### src/rtl/core/histogram_equalizer_unit_defines.svh
// ----------------------------------------------------------------------------
// Histogram equalizer assertion macros
// Shared concurrent assertion helpers for the histogram equalizer RTL.
// ----------------------------------------------------------------------------
`ifndef HISTOGRAM_EQUALIZER_UNIT_DEFINES_SVH
`define HISTOGRAM_EQUALIZER_UNIT_DEFINES_SVH

// Implication checked every clock while out of reset.
`define HEQ_ASSERT_IMP(label, clk, rst_n, ante, cons) \
  label: assert property (@(posedge clk) disable iff (!rst_n) (ante) |-> (cons)) \
    else $error("assertion failed");

// Next-cycle implication.
`define HEQ_ASSERT_NXT(label, clk, rst_n, ante, cons) \
  label: assert property (@(posedge clk) disable iff (!rst_n) (ante) |=> (cons)) \
    else $error("assertion failed");

`endif

### src/rtl/core/heq_pkg.sv
// ----------------------------------------------------------------------------
// Histogram equalizer package
// Function codes, status codes and fixed widths.
// ----------------------------------------------------------------------------
package heq_pkg;
  localparam int unsigned FuncW   = 3;
  localparam int unsigned PixW    = 8;
  localparam int unsigned ValueW  = 20;
  localparam int unsigned StatusW = 2;

  localparam logic [FuncW-1:0] FuncCount    = 3'd0;
  localparam logic [FuncW-1:0] FuncFinalize = 3'd1;
  localparam logic [FuncW-1:0] FuncMap      = 3'd2;
  localparam logic [FuncW-1:0] FuncReadBin  = 3'd3;
  localparam logic [FuncW-1:0] FuncClear    = 3'd4;

  localparam logic [StatusW-1:0] StOk       = 2'd0;
  localparam logic [StatusW-1:0] StRange    = 2'd1;
  localparam logic [StatusW-1:0] StNotReady = 2'd2;
  localparam logic [StatusW-1:0] StFull     = 2'd3;

  // Divider control
  typedef struct packed {
    logic start;
  } div_ctl_t;
endpackage

### src/rtl/core/heq_div.sv
// ----------------------------------------------------------------------------
// Histogram equalizer divider
// Restoring divider, one quotient bit per cycle.
// ----------------------------------------------------------------------------
module heq_div #(
  parameter int unsigned NumW = 30,
  parameter int unsigned DenW = 21
) (
  input  logic                clk_i,
  input  logic                rst_ni,
  input  heq_pkg::div_ctl_t   ctl_i,
  input  logic [NumW-1:0]     num_i,
  input  logic [DenW-1:0]     den_i,
  output logic                done_o,
  output logic [NumW-1:0]     quo_o
);
  import heq_pkg::*;

  localparam int unsigned CntW = $clog2(NumW + 1);

  logic [NumW-1:0] quo_q, quo_d;
  logic [DenW:0]   rem_q, rem_d;
  logic [DenW-1:0] den_q, den_d;
  logic [CntW-1:0] cnt_q, cnt_d;
  logic            run_q, run_d;
  logic            done_q, done_d;
  logic [DenW:0]   trial;

  always_comb begin
    quo_d  = quo_q;
    rem_d  = rem_q;
    den_d  = den_q;
    cnt_d  = cnt_q;
    run_d  = run_q;
    done_d = 1'b0;
    trial  = {rem_q[DenW-1:0], quo_q[NumW-1]};
    if (ctl_i.start) begin
      quo_d = num_i;
      rem_d = '0;
      den_d = den_i;
      cnt_d = CntW'(NumW);
      run_d = 1'b1;
    end else if (run_q) begin
      if (trial >= {1'b0, den_q}) begin
        rem_d = trial - {1'b0, den_q};
        quo_d = {quo_q[NumW-2:0], 1'b1};
      end else begin
        rem_d = trial;
        quo_d = {quo_q[NumW-2:0], 1'b0};
      end
      cnt_d = cnt_q - 1'b1;
      if (cnt_q == CntW'(1)) begin
        run_d  = 1'b0;
        done_d = 1'b1;
      end
    end
  end

  always_ff @(posedge clk_i or negedge rst_ni) begin
    if (!rst_ni) begin
      run_q  <= 1'b0;
      done_q <= 1'b0;
      cnt_q  <= '0;
    end else begin
      run_q  <= run_d;
      done_q <= done_d;
      cnt_q  <= cnt_d;
    end
  end

  always_ff @(posedge clk_i) begin
    quo_q <= quo_d;
    rem_q <= rem_d;
    den_q <= den_d;
  end

  assign done_o = done_q;
  assign quo_o  = quo_q;
endmodule
### config.mk
export PLATFORM = sky130hd
export DESIGN_NAME = heq_div
export DESIGN_NICKNAME = d
export VERILOG_FILES = /design/src/rtl/core/histogram_equalizer_unit_defines.svh /design/src/rtl/core/heq_pkg.sv /design/src/rtl/core/heq_div.sv
export SDC_FILE = /design/constraint.sdc
export NUM_CORES = 1
export LEC_CHECK = 0
export BUFFER_PORTS_ARGS = -buffer_cell sky130_fd_sc_hd__buf_2
export CAP_MARGIN = 20
export CELL_PAD_IN_SITES_DETAIL_PLACEMENT = 1
export CELL_PAD_IN_SITES_GLOBAL_PLACEMENT = 1
export CORE_ASPECT_RATIO = 1.75
export CORE_UTILIZATION = 39
export DETAILED_ROUTE_END_ITERATION = 8
export PLACE_DENSITY = 0.81
export SLEW_MARGIN = 20
export SYNTH_ARGS = -nofsm -noshare
export SYNTH_HDL_FRONTEND = slang
export SYNTH_SLANG_ARGS = --single-unit
### constraint.sdc
create_clock -name clk_i -period 2.4 [get_ports clk_i]
set_input_delay 0.36 -clock clk_i [delete_from_list [all_inputs] [get_ports clk_i]]
set_output_delay 0.36 -clock clk_i [all_outputs]
set_load 0.005 [all_outputs]
* After elaboration in Yosys (flattened, before gate mapping)
Cells that the tools add are included.
** Operators by class
- Magnitude comparators :: 1
- Mux-type cells :: 12
- Eq/ne operators :: 1
- $add $sub $neg :: 2
- Reductions and logical operators :: 1
** Operators by type and width (count)
- $mux W30 :: 2
- $ge A22 B21 Y1 :: 1
- $mux W21 :: 1
- $sub A21 B21 Y21 :: 1
- $mux W5 :: 2
- $mux W1 :: 7
- $eq A5 B1 Y1 const B :: 1
- $sub A5 B1 Y5 const B :: 1
- $reduce_bool A2 Y1 :: 1
** Word-level totals
- Logic and storage cells :: 23
- Input port bits :: 54
- Register bits :: 79
- Output and inout port bits :: 31

* Longest topological paths before layout
Gate-level depths: netlist (run 1).
- Depth after elaboration :: 4
- Gate-level depth with buffers :: 12
- Gate-level depth less buffers :: 11

* Worst setup path after synthesis (run 1)
OpenSTA, ideal clock, no wires.
- Path type :: reg-to-reg
- From :: register quo_q[29], in the netlist quo_o[29]
- To :: register rem_q[1]
- Setup time :: 0.131 ns
- Cell stages (with the launch flop) :: 13
- Path slack :: -0.193 ns
- Data arrival time :: 2.462 ns
- Buffers on the path :: 1
- Required time :: 2.269 ns
- Clock period less this slack :: 2.593 ns
- Cells stage by stage :: edfxtp_1 -> inv_1 -> ha_1 -> inv_1 -> fa_1 -> a21o_1 -> a221o_2 -> o21ai_4 -> a31oi_2 -> nor2_4 -> buf_4 -> mux2i_1 -> o21ai_0
** Between the ends
- Longest elaborated chain between the ends :: 2
- Elaborated cells on any way between the ends :: 3
- Those cells by class :: 1 x add/sub; 1 x order compare; 1 x mux
** RTL lines
- start: declaration :: RTL line heq_div.sv:21 : logic [NumW-1:0] quo_q, quo_d;
- start signal: assignment :: RTL line heq_div.sv:72 : quo_q <= quo_d;
- $sub A21 B21 Y21 / $ge A22 B21 Y1 (equally long branches) :: RTL line heq_div.sv:45, heq_div.sv:44
- $mux W21 * :: RTL line heq_div.sv:44 : if (trial >= {1'b0, den_q}) begin
- end signal: assignment :: RTL line heq_div.sv:73 : rem_q <= rem_d;
- end: declaration :: RTL line heq_div.sv:22 : logic [DenW:0] rem_q, rem_d;
Every way passes the cells marked *; elsewhere a longest branch is shown, timed or not.
A chain may end at the register's enable or synchronous reset.

* Worst setup path in the final report (run 1)
- From :: register quo_q[29], in the netlist quo_o[29]
- To :: register rem_q[14]
The elaborated chain is that of the path after synthesis.

==> results of run 1 <==
where the power goes:
part           internal [mW]  switching (mW)
clock                  0.919           0.598
sequential              1.58          0.0857
combinational          0.501           0.564
state kept, by name, summed over array words and instances, names as in the netlist:
register,cells
done_o,1
den_q,21
quo_o,30
cnt_q,5
run_q,1
rem_q,21
kinds of logic after synthesis:
| group | after synthesis |
|---|---|
| compound gates | 92 |
| simple gates | 104 |
| fa+ha+maj | 24 |
| flops | 79 |
| mux | 40 |
| xor+xnor | 17 |
| buf+inv | 51 |
routing by layer:
layer | vias up | share of wire, % | GRT usage, %
met5 | - | 0 | 0
met2 | 195 | 56 | 52.9
li1 | 1786 | - | -
met3 | 99 | 4.5 | 5.37
met1 | 1980 | 32 | 26.5
met4 | 0 | 7.7 | 19.1
what timing repair did:
action,4_1_cts,5_1_grt
hold buffers,1,0
pin swaps,2,10
endpoints found under the setup margin,22,22
resized for setup,12,31
setup buffers,8,2
hold endpoints to repair,7,0
cloned,2,1
critical path, delay by kind of cell (launching register included):
kind	cells	cell delay [ns]
flip-flops	1	0.39
AO/OA/AOI/OAI	5	1.03
multiplexers	1	0.27
buffers and inverters	4	0.39
adder cells (fa/ha/maj)	2	0.51
AND/OR/NAND/NOR	1	0.17
layout by cell type, fill, tap and decap left out, types with 8 or more instances in the layout:
cell type	n
nand2b_1	8
edfxtp_1	51
a21oi_1	16
nor2_1	26
mux2_2	29
dfxtp_1	21
buf_2	84
o21ai_0	12
ha_1	22
nand2_1	28
clkbuf_16	10
buf_4	51
xnor2_1	9
a211oi_1	8
inv_1	29
worst max path at each step:
stage / from / endpoint / slack, ns / depth (start not counted)
after global placement: quo_o[29] / rem_q[5] / -0.21 / 12
after detailed placement: quo_o[29] / rem_q[18] / -0.32 / 13
after floorplan: quo_o[29] / rem_q[10] / -0.15 / 12
after CTS: quo_o[29] / rem_q[10] / -0.31 / 13
final: quo_o[29] / rem_q[14] / -0.48 / 13
after global routing: den_q[4] / rem_q[7] / -0.60 / 10
layout make-up:
cell class	count	area (µm²)
clock buffers	10	229
clock inverters	6	93.8
fillers	1237	5170
inverters	30	113
multi-input cells	277	2250
flip-flops and latches	79	2130
well taps	132	165
repair buffers	145	962
metrics by stage:
stage               power, mW  hold WS [ns]  setup TNS (ns)  cell area, µm²  worst slack (ns)
floorplan                2.16        0.0644           -2.12            4440            -0.151
detailed placement       2.53         0.203           -5.17            5300            -0.322
CTS                      4.13         0.179           -6.09            5800            -0.309
finish                   4.25         0.186           -8.08            5940            -0.483
global placement         2.48         0.198           -3.65            5300            -0.211
global route             4.38         0.181          -10.22            5940            -0.602
==> impl_metrics.json, run 1 <==
{
  "drt_wl_total_um": 16400,
  "hp-start": "den_i[18]",
  "dominant_combinational_cell_family_by_area_after_synthesis": "compound AO/OA/AOI/OAI gates",
  "cp_common_cell": "buf_12",
  "antenna_cells_inserted": 0,
  "io_buffers": 84,
  "setup_viol_count_final": 22,
  "post_synthesis_instance_area_um2": 4420,
  "yosys.area_share.simple_pct": 11.8,
  "grt_antenna_before_repair": 0,
  "finalWorstPathRequiredPeriod_ns": 2.88,
  "hpwlAfterDp_um": 9760,
  "post_synth_num_cell_types": 64,
  "place.gp.congestion": 0.854,
  "synth_adder_area_share_pct": 6.96,
  "hold_path.class": "in2reg",
  "most_repeated_cell_in_the_gate_level_netlist_after_synthesis": "edfxtp_1",
  "placed_cells_incl_taps": 651,
  "ctsHtreeMaxLevel": 3,
  "grt_setup_unrepaired": "true",
  "post_layout_nonfiller_instances": 679,
  "final_critical_path_setup_slack_ns": -0.483,
  "synth_top_cell_area_share_pct": 34.6,
  "violations_in_the_final_reports": "negative setup slack",
  "power-per-cell-area_nw_per_um2": 715,
  "area_growth_synth_to_finish_pct": 34.2,
  "reg2reg_from": "quo_o[29]",
  "hold_depth": 1,
  "ff_latch_count_synth": 79,
  "grt_remaining_overflow": 0,
  "slew_viol_final": 0,
  "first_pass_grt_wire_length_um": 23900,
  "critical_path_arrival_ns": 3.10,
  "pin_count": 85,
  "tritoncts.num_buffers": 9,
  "synth_compound_gate_area_share_pct": 15.1,
  "report.final.hold_viol_count": 0,
  "groute.usage.overall_pct": 28.3,
  "clock_tree.root_cell": "clkbuf_16",
  "path_cells": "inv_1 -> ha_2 -> inv_2 -> fa_2 -> a21o_1 -> a221o_2 -> o21ai_4 -> a31oi_4 -> nor2_4 -> buf_12 -> buf_12 -> mux2i_1 -> a211oi_1",
  "min_period_over_period_pct": 120,
  "number_of_synthesis_warnings": 0,
  "power.static_leakage_nw": 2.63,
  "commonest_cells_post_synth": "51 x edfxtp_1, 30 x inv_1, 29 x mux2_2",
  "worst_case_clock_skew_ns": 0.00941,
  "drc_violations_left": 0,
  "setup.reg_to_reg.worst_slack_ns": -0.48,
  "num_vias": 4060,
  "min_to": "den_q[18]",
  "maxCapViolCount": 0,
  "clock_insertion_delay_worst_skew_ns": 0.35,
  "finalNetCount": 620,
  "antenna_left": 0,
  "fp.dieArea_um2": 11800,
  "syn-num-nets": 485,
  "timing.rr.end": "rem_q[14]",
  "core.rowCount": 51,
  "cts_buffer_depth": 2,
  "vias_per_cell": 5.98,
  "worst_slew_slack_as_a_fraction_of_its_limit_pct": 44.4,
  "dieHeight_um": 143,
  "postSynth.topFlopCell": "edfxtp_1",
  "synth.top_cells.by_area": "edfxtp_1 35%, dfxtp_1 9.5%, mux2_2 7.4%",
  "cts.clk_slew.worst_paths_ns": 0.07,
  "vdd_drop_max_uv": 603,
  "floorplan.initialDensity_pct": 39.8,
  "timing.critical_path.required_ns": 2.62,
  "synth_cells": 407,
  "setup.worst_path.class": "reg2reg",
  "post_synth_arst_share_pct": 8.86,
  "drtPass1Iterations": 4,
  "ff2ff_path_depth": 13,
  "synth_xor_area_share_pct": 3.37,
  "synth-edff-count": 51,
  "avgRoutedWirePerCell_um": 24.2,
  "worstSetupEndpointType": "flop",
  "first_iter_violations": 275,
  "first_global_vias": 4479,
  "grt_start_max_net_pins": 62,
  "outcome": "finished, violations left",
  "cts_tree": "yes",
  "die_w_um": 82.5,
  "cp-start-kind": "flop",
  "final_layout_size_suffix_gt1_share_pct": 40.6,
  "finalCoreUtilization_pct": 53.5,
  "design.core.area_um2": 11100,
  "yosysSeqAreaShare_pct": 48.1,
  "synthesis.area_per_instance_um2": 10.9,
  "timing_worst_slew_pin_value_ns": 0.833,
  "clock-sinks": 79,
  "yosys-mux-area-fraction_pct": 9.87,
  "critical_path.max_fanout": 6,
  "critical_path_max_stage_delay_ns": 0.39,
  "critical_path.slowest_cell": "edfxtp_1",
  "yosysTopAreaCell": "edfxtp_1",
  "max_freq_ghz": 0.347
}
Power figures use the tool's default switching activity.
==> inputs of run 2 (changes only) <==
SKIP_CTS_REPAIR_TIMING = 1   (was not set)
==> impl_metrics.json, run 2 (synthesis results as in run 1) <==
{
  "outcome": "finished, violations left",
  "violations_in_the_final_reports": "negative setup slack",
  "grtUsageMet3_pct": 4.54,
  "cts_tree": "yes",
  "layout.cells.most_common_list": "84 x buf_2, 51 x edfxtp_1, 50 x buf_4",
  "avgRoutedWirePerCell_um": 23.0,
  "setup.reg_to_reg.worst_slack_ns": -0.58,
  "ff2ff_path_depth": 12,
  "hold_path.class": "in2reg",
  "drc_violations_left": 0,
  "die_w_um": 82.5,
  "timing.critical_path.required_ns": 2.61,
  "cp-start-kind": "flop",
  "timing.rr.end": "rem_q[3]",
  "groute.usage.overall_pct": 24.7,
  "placed_cells_incl_taps": 651,
  "worst_case_clock_skew_ns": 0.0131,
  "ctsHtreeMaxLevel": 3,
  "vias_per_cell": 5.93,
  "post_layout_nonfiller_instances": 676,
  "finalWorstPathRequiredPeriod_ns": 2.98,
  "cts_buffer_depth": 2,
  "grt.busiest_layer": "met2",
  "layout.filler_cells": 1246,
  "timing_worst_slew_pin_value_ns": 1.29,
  "drtPass1Iterations": 5,
  "final_critical_path_setup_slack_ns": -0.580,
  "power_mw": 4.20,
  "area_occupied_by_multi_input_gates_um2": 2240,
  "antenna_cells_inserted": 0,
  "floorplan.initialDensity_pct": 39.8,
  "critical_path_arrival_ns": 3.19,
  "design.core.area_um2": 11100,
  "first_iter_violations": 223,
  "grt_util_met2_pct": 46.5,
  "tritoncts.num_buffers": 9,
  "cts.clk_slew.worst_paths_ns": 0.07,
  "grt_start_max_net_pins": 62,
  "max_reg_flops": 30,
  "hp-start": "den_i[18]",
  "hold_depth": 1,
  "grt_setup_unrepaired": "true",
  "worst_slew_slack_as_a_fraction_of_its_limit_pct": 13.7,
  "grt_remaining_overflow": 0,
  "report.final.hold_viol_count": 0,
  "min_period_over_period_pct": 124,
  "final.hold.worst_slack_ns": 0.182,
  "hpwlAfterDp_um": 9760,
  "grt_antenna_before_repair": 0,
  "power-per-cell-area_nw_per_um2": 713,
  "ff_latch_area_um2": 2130,
  "drt_wl_total_um": 15500,
  "core.rowCount": 51,
  "area_growth_synth_to_finish_pct": 33.3,
  "slew_viol_final": 0,
  "setup.worst_path.class": "reg2reg",
  "worstSetupEndpointType": "flop",
  "clock_insertion_delay_worst_skew_ns": 0.35,
  "place.gp.congestion": 0.854,
  "max_freq_ghz": 0.336,
  "finalNetCount": 617,
  "min_to": "den_q[18]",
  "io_buffers": 84,
  "reg2reg_from": "quo_o[29]",
  "final_common_cell": "buf_2",
  "setup_viol_count_final": 22,
  "vdd_drop_max_uv": 571,
  "final_layout_size_suffix_gt1_share_pct": 39.9,
  "fp.dieArea_um2": 11800,
  "pin_count": 85,
  "power.static_leakage_nw": 2.61,
  "first_pass_grt_wire_length_um": 21100,
  "num_vias": 4006,
  "clock_tree.root_cell": "clkbuf_16",
  "dieHeight_um": 143,
  "tns_ns": -11.70,
  "clock-sinks": 79,
  "antenna_left": 0,
  "met1_usage_grt_pct": 23.3,
  "maxCapViolCount": 0,
  "critical_path.max_fanout": 6,
  "first_global_vias": 4191
}
run 2: cell count changes in the layout (fill, tap and decap cells not counted), sizes merged:
cell and delta:
clkbuf +1, buf -4
run 2: metal layers:
layer  part of all wire [%]  wire length, µm
met5                      0                0
met4                    7.4             1150
met3                    4.4              686
met2                     56             8720
met1                     32             4990
run 2: critical path, stage by stage (launching register included):
cell and delay (ns):
edfxtp_1 0.39, inv_1 0.08, ha_2 0.20, inv_2 0.04, fa_2 0.36, a21o_1 0.18
a221o_2 0.43, o21ai_4 0.24, a31oi_4 0.13, nor2_4 0.24, buf_12 0.19, mux2i_1 0.24
a211oi_2 0.10
run 2: worst max path at each step:
stage | start | end | slack, ns | cells past startpoint
3_3_place_gp | quo_o[29] | rem_q[5] | -0.21 | 12
4_1_cts | quo_o[29] | rem_q[1] | -0.41 | 12
2_1_floorplan | quo_o[29] | rem_q[10] | -0.15 | 12
6_report | quo_o[29] | rem_q[3] | -0.58 | 12
5_1_grt | quo_o[29] | rem_q[10] | -0.66 | 12
3_5_place_dp | quo_o[29] | rem_q[18] | -0.32 | 13
run 2: layout make-up:
| class | instances | area share (%) |
|---|---|---|
| Sequential cell | 79 | 36.1 |
| Multi-Input combinational cell | 277 | 38.1 |
| Tap cell | 132 | 2.80 |
| Timing Repair Buffer | 142 | 15.7 |
| Inverter | 30 | 1.91 |
| Clock buffer | 10 | 3.88 |
| Clock inverter | 6 | 1.59 |
run 2: report_power, final:
part / internal [mW] / total, mW / switching, mW
sequential: 1.58 / 1.66 / 0.0833
combinational: 0.484 / 1.02 / 0.540
clock: 0.919 / 1.52 / 0.599
run 2: stage by stage:
step / instance area, µm² / util (%) / setup slack (ns)
finish: 5900 / 53.1 / -0.580
CTS: 5620 / 50.6 / -0.407
global placement: 5300 / 47.7 / -0.211
detailed placement: 5300 / 47.7 / -0.322
global route: 5900 / 53.1 / -0.657
floorplan: 4440 / - / -0.151
